File: src/hdl/wfs_pkg.sv
// Shared types, register indexes and drive codes of the wire follow steering controller.
package wfs_pkg;

  localparam int unsigned MAG_W  = 13;
  localparam int unsigned GAIN_W = 10;
  localparam int unsigned PROD_W = MAG_W + GAIN_W;
  localparam int unsigned TIME_W = 32;
  localparam int unsigned ELAP_W = 16;
  localparam int unsigned CORR_W = 16;

  // reciprocal of 100 in Q29, exact for every product up to 4096 * 1023
  localparam int unsigned RECIP_W     = 23;
  localparam int unsigned RECIP_SHIFT = 29;
  localparam logic [RECIP_W-1:0] RECIP_100 = 23'd5368710;

  localparam logic [7:0] SPEED_MAX   = 8'd255;
  localparam logic [7:0] ROT_OFFSET  = 8'd35;
  localparam logic [CORR_W-1:0] ROT_SAT = 16'd290;

  localparam logic [2:0] REG_P_GAIN     = 3'd0;
  localparam logic [2:0] REG_SIDE_LIMIT = 3'd1;
  localparam logic [2:0] REG_SIDE_SHORT = 3'd2;
  localparam logic [2:0] REG_CLOCKWISE  = 3'd3;
  localparam logic [2:0] REG_ZONE_MODE  = 3'd4;
  localparam logic [2:0] REG_ZONE_ONE   = 3'd5;
  localparam logic [2:0] REG_ZONE_TWO   = 3'd6;

  localparam logic [2:0] MODE_FWD        = 3'd0;
  localparam logic [2:0] MODE_ROT_RIGHT  = 3'd1;
  localparam logic [2:0] MODE_ROT_LEFT   = 3'd2;
  localparam logic [2:0] MODE_ONLY_RIGHT = 3'd3;
  localparam logic [2:0] MODE_BACK_SLOW  = 3'd4;
  localparam logic [2:0] MODE_STOP       = 3'd5;

  localparam logic [2:0] NS_STAY       = 3'd0;
  localparam logic [2:0] NS_FIND_BACK  = 3'd1;
  localparam logic [2:0] NS_RANDOM_ROT = 3'd2;
  localparam logic [2:0] NS_DOCKED     = 3'd3;
  localparam logic [2:0] NS_GARDEN     = 3'd4;
  localparam logic [2:0] NS_PARKED     = 3'd5;

  localparam logic [1:0] ZONE_ONE = 2'd1;
  localparam logic [1:0] ZONE_TWO = 2'd2;

  typedef struct packed {
    logic [GAIN_W-1:0] p_gain;
    logic [15:0]       side_limit;
    logic [15:0]       side_short;
    logic              clockwise;
    logic [1:0]        zone_mode;
    logic [TIME_W-1:0] zone_one;
    logic [TIME_W-1:0] zone_two;
  } cfg_t;

  typedef struct packed {
    logic              action;
    logic              mag_neg;
    logic [PROD_W-1:0] prod;
    logic              is_inside;
    logic [ELAP_W-1:0] elapsed;
    logic              charging;
    logic              stop_key;
  } item_t;

  function automatic logic [TIME_W-1:0] sat_add(input logic [TIME_W-1:0] a,
                                                input logic [ELAP_W-1:0] b);
    logic [TIME_W:0] s;
    s = {1'b0, a} + {{(TIME_W + 1 - ELAP_W){1'b0}}, b};
    return s[TIME_W] ? {TIME_W{1'b1}} : s[TIME_W-1:0];
  endfunction

endpackage

File: src/hdl/wfs_cfg.sv
// Configuration register file of the wire follow steering controller.
module wfs_cfg (
  input  logic              clk,
  input  logic              rst,
  input  logic              cfg_we,
  input  logic [2:0]        cfg_index,
  input  logic [31:0]       cfg_data,
  output wfs_pkg::cfg_t     cfg
);

  always_ff @(posedge clk) begin
    if (rst) begin
      cfg.p_gain     <= 10'd100;
      cfg.side_limit <= 16'd10000;
      cfg.side_short <= 16'd2000;
      cfg.clockwise  <= 1'b1;
      cfg.zone_mode  <= 2'd0;
      cfg.zone_one   <= 32'd60000;
      cfg.zone_two   <= 32'd120000;
    end else if (cfg_we) begin
      case (cfg_index)
        wfs_pkg::REG_P_GAIN:     cfg.p_gain     <= cfg_data[wfs_pkg::GAIN_W-1:0];
        wfs_pkg::REG_SIDE_LIMIT: cfg.side_limit <= cfg_data[15:0];
        wfs_pkg::REG_SIDE_SHORT: cfg.side_short <= cfg_data[15:0];
        wfs_pkg::REG_CLOCKWISE:  cfg.clockwise  <= cfg_data[0];
        wfs_pkg::REG_ZONE_MODE:  cfg.zone_mode  <= cfg_data[1:0];
        wfs_pkg::REG_ZONE_ONE:   cfg.zone_one   <= cfg_data;
        wfs_pkg::REG_ZONE_TWO:   cfg.zone_two   <= cfg_data;
        default: ;
      endcase
    end
  end

endmodule

File: src/hdl/wfs_in_stage.sv
// Input register: captures a request and the gain product of its magnitude.
module wfs_in_stage (
  input  logic                        clk,
  input  logic                        rst,
  input  logic                        in_valid,
  output logic                        in_ready,
  input  logic                        action,
  input  logic signed [wfs_pkg::MAG_W-1:0] magnitude,
  input  logic                        inside_req,
  input  logic [wfs_pkg::ELAP_W-1:0]  elapsed_ms,
  input  logic                        charging,
  input  logic                        stop_key,
  input  logic [wfs_pkg::GAIN_W-1:0]  p_gain,
  input  logic                        take,
  output logic                        item_valid,
  output wfs_pkg::item_t              item
);

  logic [wfs_pkg::MAG_W-1:0]  mag_abs;
  logic [wfs_pkg::PROD_W-1:0] prod;

  assign in_ready = !item_valid || take;

  always_comb begin
    mag_abs = magnitude[wfs_pkg::MAG_W-1] ? (~magnitude + 1'b1) : magnitude;
    prod    = {{wfs_pkg::GAIN_W{1'b0}}, mag_abs} *
              {{wfs_pkg::MAG_W{1'b0}}, p_gain};
  end

  always_ff @(posedge clk) begin
    if (rst) begin
      item_valid <= 1'b0;
    end else if (in_ready) begin
      item_valid <= in_valid;
    end
  end

  always_ff @(posedge clk) begin
    if (in_valid && in_ready) begin
      item.action    <= action;
      item.mag_neg   <= magnitude[wfs_pkg::MAG_W-1];
      item.prod      <= prod;
      item.is_inside <= inside_req;
      item.elapsed   <= elapsed_ms;
      item.charging  <= charging;
      item.stop_key  <= stop_key;
    end
  end

endmodule

File: src/hdl/wfs_out_stage.sv
// Side timers, steering, exit decision and the result register.
module wfs_out_stage (
  input  logic               clk,
  input  logic               rst,
  input  wfs_pkg::cfg_t      cfg,
  input  logic               item_valid,
  input  wfs_pkg::item_t     item,
  output logic               take,
  output logic               out_valid,
  input  logic               out_ready,
  output logic [7:0]         left_speed,
  output logic [7:0]         right_speed,
  output logic [2:0]         drive_mode,
  output logic [2:0]         next_state
);

  logic [wfs_pkg::TIME_W-1:0] same_side_ms, same_side_ms_next;
  logic [wfs_pkg::TIME_W-1:0] since_entry_ms, since_entry_ms_next;
  logic                       last_side_inside, last_side_inside_next;
  logic [2:0]                 held_mode, held_mode_next;

  logic [wfs_pkg::PROD_W+wfs_pkg::RECIP_W-1:0] scaled;
  logic [wfs_pkg::CORR_W-1:0] corr;
  logic [wfs_pkg::CORR_W-1:0] corr_off;
  logic [7:0] wheel;
  logic       rot;
  logic [7:0] left_next, right_next;
  logic [2:0] mode_next, ns_next;
  logic       zone_hit;

  assign take = item_valid && (!out_valid || out_ready);

  always_comb begin
    scaled   = {{wfs_pkg::RECIP_W{1'b0}}, item.prod} *
               {{wfs_pkg::PROD_W{1'b0}}, wfs_pkg::RECIP_100};
    corr     = scaled[wfs_pkg::RECIP_SHIFT +: wfs_pkg::CORR_W];
    corr_off = corr - {8'd0, wfs_pkg::ROT_OFFSET};
    rot      = corr > {8'd0, wfs_pkg::SPEED_MAX};
    if (!rot) begin
      wheel = wfs_pkg::SPEED_MAX - corr[7:0];
    end else if (corr >= wfs_pkg::ROT_SAT) begin
      wheel = wfs_pkg::SPEED_MAX;
    end else begin
      wheel = corr_off[7:0];
    end
  end

  always_comb begin
    same_side_ms_next     = same_side_ms;
    since_entry_ms_next   = since_entry_ms;
    last_side_inside_next = last_side_inside;
    held_mode_next        = held_mode;
    left_next             = wfs_pkg::SPEED_MAX;
    right_next            = wfs_pkg::SPEED_MAX;
    mode_next             = wfs_pkg::MODE_FWD;
    ns_next               = wfs_pkg::NS_STAY;
    zone_hit              = 1'b0;
    if (!item.action) begin
      same_side_ms_next     = '0;
      since_entry_ms_next   = '0;
      last_side_inside_next = item.is_inside;
      held_mode_next        = wfs_pkg::MODE_FWD;
      left_next             = 8'd0;
      right_next            = 8'd0;
    end else begin
      since_entry_ms_next = wfs_pkg::sat_add(since_entry_ms, item.elapsed);
      if (item.charging) begin
        held_mode_next = wfs_pkg::MODE_STOP;
        left_next      = 8'd0;
        right_next     = 8'd0;
        mode_next      = wfs_pkg::MODE_STOP;
        ns_next        = wfs_pkg::NS_DOCKED;
      end else begin
        if (item.is_inside == last_side_inside) begin
          same_side_ms_next = wfs_pkg::sat_add(same_side_ms, item.elapsed);
          if (same_side_ms_next > {16'd0, cfg.side_short}) begin
            if (cfg.clockwise) begin
              held_mode_next = item.is_inside ? wfs_pkg::MODE_ONLY_RIGHT
                                              : wfs_pkg::MODE_ROT_LEFT;
            end else begin
              held_mode_next = item.is_inside ? wfs_pkg::MODE_ROT_LEFT
                                              : wfs_pkg::MODE_ONLY_RIGHT;
            end
          end
        end else begin
          last_side_inside_next = item.is_inside;
          same_side_ms_next     = '0;
        end
        if (cfg.clockwise) begin
          if (item.mag_neg) begin
            right_next     = wheel;
            held_mode_next = rot ? wfs_pkg::MODE_ROT_RIGHT : wfs_pkg::MODE_FWD;
          end else begin
            left_next      = wheel;
            held_mode_next = rot ? wfs_pkg::MODE_ROT_LEFT : wfs_pkg::MODE_FWD;
          end
        end
        zone_hit = (cfg.zone_mode == wfs_pkg::ZONE_ONE &&
                    since_entry_ms_next >= cfg.zone_one) ||
                   (cfg.zone_mode == wfs_pkg::ZONE_TWO &&
                    since_entry_ms_next >= cfg.zone_two);
        mode_next = held_mode_next;
        if (zone_hit) begin
          ns_next = wfs_pkg::NS_GARDEN;
        end else if (item.stop_key) begin
          ns_next = wfs_pkg::NS_PARKED;
        end
        // side timer exit overrides steering, zone and stop key
        if (item.is_inside == last_side_inside &&
            same_side_ms_next > {16'd0, cfg.side_limit}) begin
          left_next  = 8'd0;
          right_next = 8'd0;
          if (!item.is_inside) begin
            held_mode_next = wfs_pkg::MODE_STOP;
            mode_next      = wfs_pkg::MODE_STOP;
            ns_next        = wfs_pkg::NS_FIND_BACK;
          end else begin
            held_mode_next = wfs_pkg::MODE_BACK_SLOW;
            mode_next      = wfs_pkg::MODE_BACK_SLOW;
            ns_next        = wfs_pkg::NS_RANDOM_ROT;
          end
        end
      end
    end
  end

  always_ff @(posedge clk) begin
    if (rst) begin
      same_side_ms     <= '0;
      since_entry_ms   <= '0;
      last_side_inside <= 1'b0;
      held_mode        <= wfs_pkg::MODE_FWD;
      out_valid        <= 1'b0;
    end else begin
      if (take) begin
        same_side_ms     <= same_side_ms_next;
        since_entry_ms   <= since_entry_ms_next;
        last_side_inside <= last_side_inside_next;
        held_mode        <= held_mode_next;
        out_valid        <= 1'b1;
      end else if (out_ready) begin
        out_valid <= 1'b0;
      end
    end
  end

  always_ff @(posedge clk) begin
    if (take) begin
      left_speed  <= left_next;
      right_speed <= right_next;
      drive_mode  <= mode_next;
      next_state  <= ns_next;
    end
  end

  a_enter_clears: assert property (@(posedge clk) disable iff (rst)
    take && !item.action |=> same_side_ms == '0 && since_entry_ms == '0)
    else $error("enter request left a timer running");

  a_charging_holds_side: assert property (@(posedge clk) disable iff (rst)
    take && item.action && item.charging |=>
      $stable(same_side_ms) && $stable(last_side_inside))
    else $error("charging request moved the side timer");

  a_docked_stops: assert property (@(posedge clk) disable iff (rst)
    out_valid && next_state == wfs_pkg::NS_DOCKED |->
      drive_mode == wfs_pkg::MODE_STOP && left_speed == 8'd0 && right_speed == 8'd0)
    else $error("docked result with wheels running");

endmodule

File: src/hdl/wire_follow_steering_controller.sv
// Top level of the wire follow steering controller.
// Takes one control request per clock cycle unless out_ready stalls it, and returns one result
// per request: the input register loads at acceptance and the result register when the output
// stage takes the item, which out_ready can hold back; the side and entry timers are updated
// between the two registers. Configuration registers are written through cfg_we/cfg_index/
// cfg_data; the user must write them only while no request is in flight, which the block
// itself does not enforce. Indexes 0 to 6 are p_gain, same_side_limit_ms, same_side_short_ms,
// clockwise, zone_mode, zone_one_time_ms and zone_two_time_ms.
module wire_follow_steering_controller (
  input  logic                             clk,
  input  logic                             rst,
  input  logic                             cfg_we,
  input  logic [2:0]                       cfg_index,
  input  logic [31:0]                      cfg_data,
  input  logic                             in_valid,
  output logic                             in_ready,
  input  logic                             action,
  input  logic signed [wfs_pkg::MAG_W-1:0] magnitude,
  input  logic                             inside_req,
  input  logic [wfs_pkg::ELAP_W-1:0]       elapsed_ms,
  input  logic                             charging,
  input  logic                             stop_key,
  output logic                             out_valid,
  input  logic                             out_ready,
  output logic [7:0]                       left_speed,
  output logic [7:0]                       right_speed,
  output logic [2:0]                       drive_mode,
  output logic [2:0]                       next_state
);

  wfs_pkg::cfg_t  cfg;
  wfs_pkg::item_t item;
  logic           item_valid;
  logic           take;

  wfs_cfg u_cfg (
    .clk       (clk),
    .rst       (rst),
    .cfg_we    (cfg_we),
    .cfg_index (cfg_index),
    .cfg_data  (cfg_data),
    .cfg       (cfg)
  );

  wfs_in_stage u_in (
    .clk        (clk),
    .rst        (rst),
    .in_valid   (in_valid),
    .in_ready   (in_ready),
    .action     (action),
    .magnitude  (magnitude),
    .inside_req (inside_req),
    .elapsed_ms (elapsed_ms),
    .charging   (charging),
    .stop_key   (stop_key),
    .p_gain     (cfg.p_gain),
    .take       (take),
    .item_valid (item_valid),
    .item       (item)
  );

  wfs_out_stage u_out (
    .clk         (clk),
    .rst         (rst),
    .cfg         (cfg),
    .item_valid  (item_valid),
    .item        (item),
    .take        (take),
    .out_valid   (out_valid),
    .out_ready   (out_ready),
    .left_speed  (left_speed),
    .right_speed (right_speed),
    .drive_mode  (drive_mode),
    .next_state  (next_state)
  );

endmodule
File: config.mk
export PLATFORM = sky130hd
export DESIGN_NAME = wire_follow_steering_controller
export DESIGN_NICKNAME = d
export VERILOG_FILES = /design/src/hdl/wfs_pkg.sv /design/src/hdl/wfs_cfg.sv /design/src/hdl/wfs_in_stage.sv /design/src/hdl/wfs_out_stage.sv /design/src/hdl/wire_follow_steering_controller.sv
export SDC_FILE = /design/constraint.sdc
export NUM_CORES = 2
export LEC_CHECK = 0
export ABC_CLOCK_PERIOD_IN_PS = 7100
export BUFFER_PORTS_ARGS = -buffer_cell sky130_fd_sc_hd__buf_2
export CORE_MARGIN = 4
export CORE_UTILIZATION = 25
export CTS_BUF_LIST = sky130_fd_sc_hd__clkbuf_4 sky130_fd_sc_hd__clkbuf_8
export CTS_CLUSTER_DIAMETER = 200
export CTS_CLUSTER_SIZE = 24
export DETAILED_ROUTE_END_ITERATION = 16
export SYNTH_ARGS = -nofsm -noshare
export SYNTH_HDL_FRONTEND = slang
export SYNTH_SLANG_ARGS = --single-unit
File: constraint.sdc
create_clock -name clk -period 7.1 [get_ports clk]
set_clock_uncertainty 0.15 [all_clocks]
set_input_delay 0.355 -clock clk [delete_from_list [all_inputs] [get_ports clk]]
set_output_delay 0.355 -clock clk [all_outputs]
set_load 0.02 [all_outputs]
# Word level (Yosys, flattened, before mapping)
# Index checks and enable logic that the tools add are counted.
# word_totals
regBits,245
input_bits,73
out_inout_bits,24
# classes
addsub,5
mul,2
magnitude_cmp,6
eq_ne,11
muxes,36
n_bitwise,2
reduce_logical,23
# op_table
op,n
32-bit two-way mux,8
32-bit by 16-bit adder with 33-bit output,2
32-bit greater-or-equal comparator,2
32-bit by 16-bit > comparator with 1-bit output,2
8-bit two-way mux,6
"23-bit by 22-bit multiplier with 44-bit output, second input constant",1
3-bit two-way mux,10
13-bit by 10-bit multiplier with 23-bit output,1
"16-bit by 9-bit greater-or-equal comparator with 1-bit output, second input constant",1
"16-bit by 8-bit > comparator with 1-bit output, second input constant",1
2-bit AND reduction,8
"13-bit by 1-bit adder with 13-bit output, second input constant",1
13-bit two-way mux,1
13-bit NOT,1
"3-bit == test, second input constant",3
1-bit two-way mux,8
"8-bit by 6-bit subtractor with 8-bit output, second input constant",1
"8-bit subtractor, first input constant",1
"3-bit by 2-bit == test with 1-bit output, second input constant",2
2-bit two-way mux,3
1-bit logical AND,5
"2-bit inequality test, second input constant",2
"3-bit by 1-bit == test with 1-bit output, second input constant",1
3-bit logical NOT,1
10 further kinds,13

# Logic depth before layout (Yosys ltp)
# depth
word_depth,10
depth_mapped,27
ltp_nobuf,27

# By module
# From an unflattened synthesis, not the netlist that was laid out.
# unflattened
hier_cells,3193
area_unflattened_um2,28753.8
# modules_own_cells
mod,instances,cells_per_inst,area_each_um2
wfs_out_stage,1,2194,18474.0
wfs_in_stage,1,580,5848.1
wfs_cfg,1,419,4431.8

# Worst setup path before layout
# OpenSTA, ideal clock, no wires.
# synth_path
path_kind,reg2reg
start,register u_in.item[28] (netlist name)
end,register u_out.left_speed[0] (data pin)
setup_ns,0.272
arrival_time_ns,6.850
required_ns,6.678
path_slack_ns,-0.172
stages_incl_launch_ff,25
period_less_slack_ns,7.272
cell_sequence,edfxtp_1 ha_1 inv_1 fa_1 fa_1 inv_1 fa_1 fa_1 fa_1 inv_1 fa_1 inv_1 ha_1 a21oi_1 o21ai_0 a311oi_1 o21a_1 xnor2_1 inv_1 ha_1 nor3_1 a21boi_0 or3b_2 a211oi_2 a21oi_1
# synth_between
elab_chain_cells,6
# synth_rtl
element,line,rtl
23-bit by 22-bit multiplier with 44-bit output (*),wfs_out_stage.sv:34,"scaled = {{wfs_pkg::RECIP_W{1'b0}}, item.prod} *"
16-bit by 9-bit greater-or-equal comparator with 1-bit output or 8-bit by 6-bit subtractor with 8-bit output (tied branches),"wfs_out_stage.sv:41, wfs_out_stage.sv:37",
8-bit two-way mux,wfs_out_stage.sv:41,end else if (corr >= wfs_pkg::ROT_SAT) begin
8-bit two-way mux (*),wfs_out_stage.sv:39,if (!rot) begin
8-bit two-way mux (*),wfs_out_stage.sv:90,if (item.mag_neg) begin
8-bit two-way mux (*),wfs_out_stage.sv:89,if (cfg.clockwise) begin
end signal: assignment,wfs_out_stage.sv:149,left_speed <= left_next;
end: declaration,wfs_out_stage.sv:11,"output logic [7:0] left_speed,"
# Mark *: on every way between the ends. The rest lies on a longest branch, timed or not.
# A chain may end at the register's enable or synchronous reset.

# Final worst setup path
# layout_path
start,register u_in.item[29] (netlist name)
end,register u_out.left_speed[4] (data pin)
# layout_between
elab_chain_cells,6
# layout_rtl
element,line
23-bit by 22-bit multiplier with 44-bit output (*),wfs_out_stage.sv:34
16-bit by 9-bit greater-or-equal comparator with 1-bit output or 8-bit by 6-bit subtractor with 8-bit output (tied branches),"wfs_out_stage.sv:41, wfs_out_stage.sv:37"
8-bit two-way mux,wfs_out_stage.sv:41
8-bit two-way mux (*),wfs_out_stage.sv:39
8-bit two-way mux (*),wfs_out_stage.sv:90
8-bit two-way mux (*),wfs_out_stage.sv:89
# Marked as above.

==> flow_metrics.env <==
export IMPL_drc=0
export IMPL_timing_max_slew_rel_slack=0.344
export IMPL_clock_sink_count=245
export IMPL_sum_of_buffers_and_inverters_on_the_critical_path=8
export IMPL_setup_worst_path_class="reg2reg"
export IMPL_nets=4143
export IMPL_worst_hold_path_type="in2reg"
export IMPL_num_io_pins=97
export IMPL_cpPeakStageDelay_ns=0.55
export IMPL_dieArea_mm2=0.115
export IMPL_grt_pass1_wl_um=121000
export IMPL_holdPathStages=5
export IMPL_grt_pass1_vias=22579
export IMPL_place_worst_setup_slack_ns=-0.379
export IMPL_worst_slew_pin_transition_ns=0.983
export IMPL_cts_htree_levels=1
export IMPL_worst_path_max_delay_cell="fa_2"
export IMPL_syn_nets=3887
export IMPL_drive_gt1_frac=0.137
export IMPL_period_minus_slack_ns=7.02
export IMPL_timing_critical_path_fanout_max=6
export IMPL_crit_path_end_kind="flop"
export IMPL_cts_inserted_buffers=14
export IMPL_antenna_found_initial=7
export IMPL_grt_use_total=0.129
export IMPL_postSynth_topFlopCell="dfxtp_1"
export IMPL_routed_via_count=21977
export IMPL_die_width_um=339
export IMPL_synth_area_mm2=0.0274
export IMPL_setup_slack_ns=0.0759
export IMPL_status="finished, final reports clean"
export IMPL_io_buffers=96
export IMPL_sequential_share_of_the_synthesized_area=0.203
export IMPL_areaGrowthSynthToFinish_pct=17.9
export IMPL_n_fill_cell=11361
export IMPL_layout_core_utilization=0.297
export IMPL_final_wirelength_um=75400
export IMPL_total_area_of_multi_input_combinational_cells_mm2=0.0201
export IMPL_synth_edff_count=66
export IMPL_cap_viol_max_count=0
export IMPL_die_height_um=339
export IMPL_async_flop_share=0
export IMPL_last_weighted_congestion_value_of_the_routability_driven_placer=0.875
export IMPL_finalSetupViolations=0
export IMPL_netlist_cell_type_count=80
export IMPL_drt_wirelength_per_cell_um=15.7
export IMPL_clk_transition_reported_paths_ns=0.17
export IMPL_maxClockFrequency_mhz=142
export IMPL_hold_viol=0
export IMPL_drt_first_iter_violations=1032
export IMPL_core_area_mm2=0.109
export IMPL_avgSynthCellArea_um2=8.82
export IMPL_synthesis_instances=3111
export IMPL_worstSetupPathDepth=27
export IMPL_cts_tree="yes"
export IMPL_maxSlewViolCount=0
export IMPL_routed_via_density=4.59
export IMPL_post_detailed_placement_half_perimeter_wirelength_um=61000
export IMPL_clock_path_buffers=3
export IMPL_timing_critical_path_from_type="flop"
export IMPL_cp_data_required_time_ns=7.29
export IMPL_globalRoute_totalOverflow=0
export IMPL_postRouteAntennaNets=0
export IMPL_drt_first_pass_iters=6
export IMPL_grt_max_degree=65
export IMPL_cell_count_of_the_worst_reg_to_reg_path=27
export IMPL_worst_ep_arrival_time_ns=7.21
export IMPL_ffs_latches_synth=245
export IMPL_clock_root_buffer="clkbuf_8"
export IMPL_initial_core_util=0.252
export IMPL_post_route_period_util=0.989
export IMPL_fp_row_count=121
export IMPL_critPathTopFamily="adder cells"
export IMPL_unrepaired_setup_endpoints_after_global_routing="true"
export IMPL_seq_area_mm2=0.00557
export IMPL_yosys_warnings=0
export IMPL_clk_insertion_delay_late_ns=0.61
==> tightest hold or removal path: cells and delay by family <==
kind | cells | cell delay (ns)
simple gates | 3 | 0.24
buf+inv | 1 | 0.14
mux | 1 | 0.07
==> final timing paths <==
check	start	end	slack, ns
min reg2reg	u_cfg.cfg[54]$_SDFFE_PP0P_	u_cfg.cfg[54]$_SDFFE_PP0P_	0.31
max	u_in.item[29]$_DFFE_PP_	u_out.left_speed[4]$_SDFFCE_PP0P_	0.08
min	cfg_index[2]	u_cfg.cfg[66]$_SDFFE_PP1P_	0.08
max reg2reg	u_in.item[29]$_DFFE_PP_	u_out.left_speed[4]$_SDFFCE_PP0P_	0.08
==> kinds of logic after synthesis <==
logic type / share of synthesized area
AND/OR/NAND/NOR: 0.142
adder cells (fa/ha/maj): 0.396
buffers and inverters: 0.0906
AO/OA/AOI/OAI: 0.138
flip-flops: 0.203
XOR/XNOR: 0.0268
multiplexers: 0.00383
==> registers in the layout (all words and copies together) (netlist names), 8 cells and up <==
| register | flops |
|---|---|
| u_cfg.cfg | 109 |
| u_in.item | 44 |
| u_out.left_speed | 8 |
| u_out.right_speed | 8 |
| u_out.same_side_ms | 32 |
| u_out.since_entry_ms | 32 |
==> routing by layer <==
metal	track usage	routed length, µm
met5	0	34
met3	0.0165	2970
met2	0.221	35400
met4	0.0309	1830
met1	0.174	35200
==> area by class of cell <==
cell class | count | share of cell area
antenna | 2 | 0.000155
clock buffer | 23 | 0.00824
clock inverter | 1 | 0.000619
inverter | 563 | 0.0653
multi-input combinational | 2210 | 0.623
sequential | 245 | 0.172
tap | 1414 | 0.0547
timing repair buffer | 333 | 0.0763
==> per-stage QoR <==
stage          hold WS (ns)  std cells  cell area (µm²)  TNS (ns)
2_1_floorplan         0.279       3111            27500         0
4_1_cts              0.0198       4776            31900  -0.00166
3_5_place_dp          0.296       4672            30500     -7.14
3_3_place_gp          0.292       4672            30500     -4.69
6_report             0.0828       4791            32400         0
5_1_grt              0.0924       4790            32400     -3.07
==> timing repair <==
item,in CTS,in global routing
resized for setup,72,78
hold endpoints to repair,132,0
cloned,0,0
setup buffers,21,15
pin swaps,66,46
setup endpoints to repair,20,20
hold buffers,59,0
==> Yosys cell counts (5+ instances only) <==
library cell | n | area [µm²]
a211o_1 | 18 | 158
a31o_2 | 10 | 87.6
a31oi_1 | 19 | 119
a211oi_1 | 18 | 135
edfxtp_1 | 66 | 1980
a21oi_1 | 239 | 1200
dfxtp_1 | 179 | 3580
o211ai_1 | 11 | 82.6
or2_2 | 9 | 56.3
fa_1 | 275 | 5510
nor2b_1 | 26 | 163
nor2_1 | 113 | 424
nand3_1 | 37 | 185
and3_1 | 25 | 156
o21bai_1 | 6 | 45.0
a22o_1 | 16 | 140
mux2i_1 | 6 | 60.1
nor4_1 | 9 | 56.3
inv_1 | 563 | 2110
o21ai_0 | 93 | 465
and4_1 | 7 | 61.3
a311oi_1 | 8 | 70.1
xnor2_1 | 58 | 508
or3_1 | 7 | 43.8
clkbuf_1 | 87 | 327
o21a_1 | 21 | 158
a22oi_1 | 17 | 128
o2111ai_1 | 5 | 43.8
ha_1 | 428 | 5360
nand4_1 | 29 | 181
a21o_1 | 56 | 420
nand2_1 | 394 | 1480
a2111oi_0 | 5 | 43.8
nand3b_1 | 20 | 150
and2_1 | 65 | 407
xor2_1 | 26 | 228
nand2b_1 | 23 | 144
nor3_1 | 35 | 175
==> cell usage in the layout, fill, tap and decap left out, types with 15 or more instances in the layout <==
cell           netlist  final
inv_1              563    547
ha_1               428    396
nand2_1            394    393
fa_1               275    264
a21oi_1            239    217
dfxtp_1            179    179
buf_4                0    163
nor2_1             113    108
buf_2                1     95
o21ai_0             93     82
edfxtp_1            66     66
and2_1              65     64
dlygate4sd3_1        0     59
a21o_1              56     55
xnor2_1             58     52
nand3_1             37     33
nor3_1              35     31
nand4_1             29     29
ha_4                 0     27
nor2b_1             26     26
xor2_1              26     25
and3_1              25     23
nand2b_1            23     23
o21a_1              21     21
a21oi_2              0     20
nand3b_1            20     20
a31oi_1             19     19
a211o_1             18     18
a22oi_1             17     17
a211oi_1            18     16
a22o_1              16     16
inv_2                0     16
buf_6                3     16
clkbuf_8             0     15
Power is not shown: default switching activity piles up to over one toggle a cycle in this logic, so the estimate is an artifact.
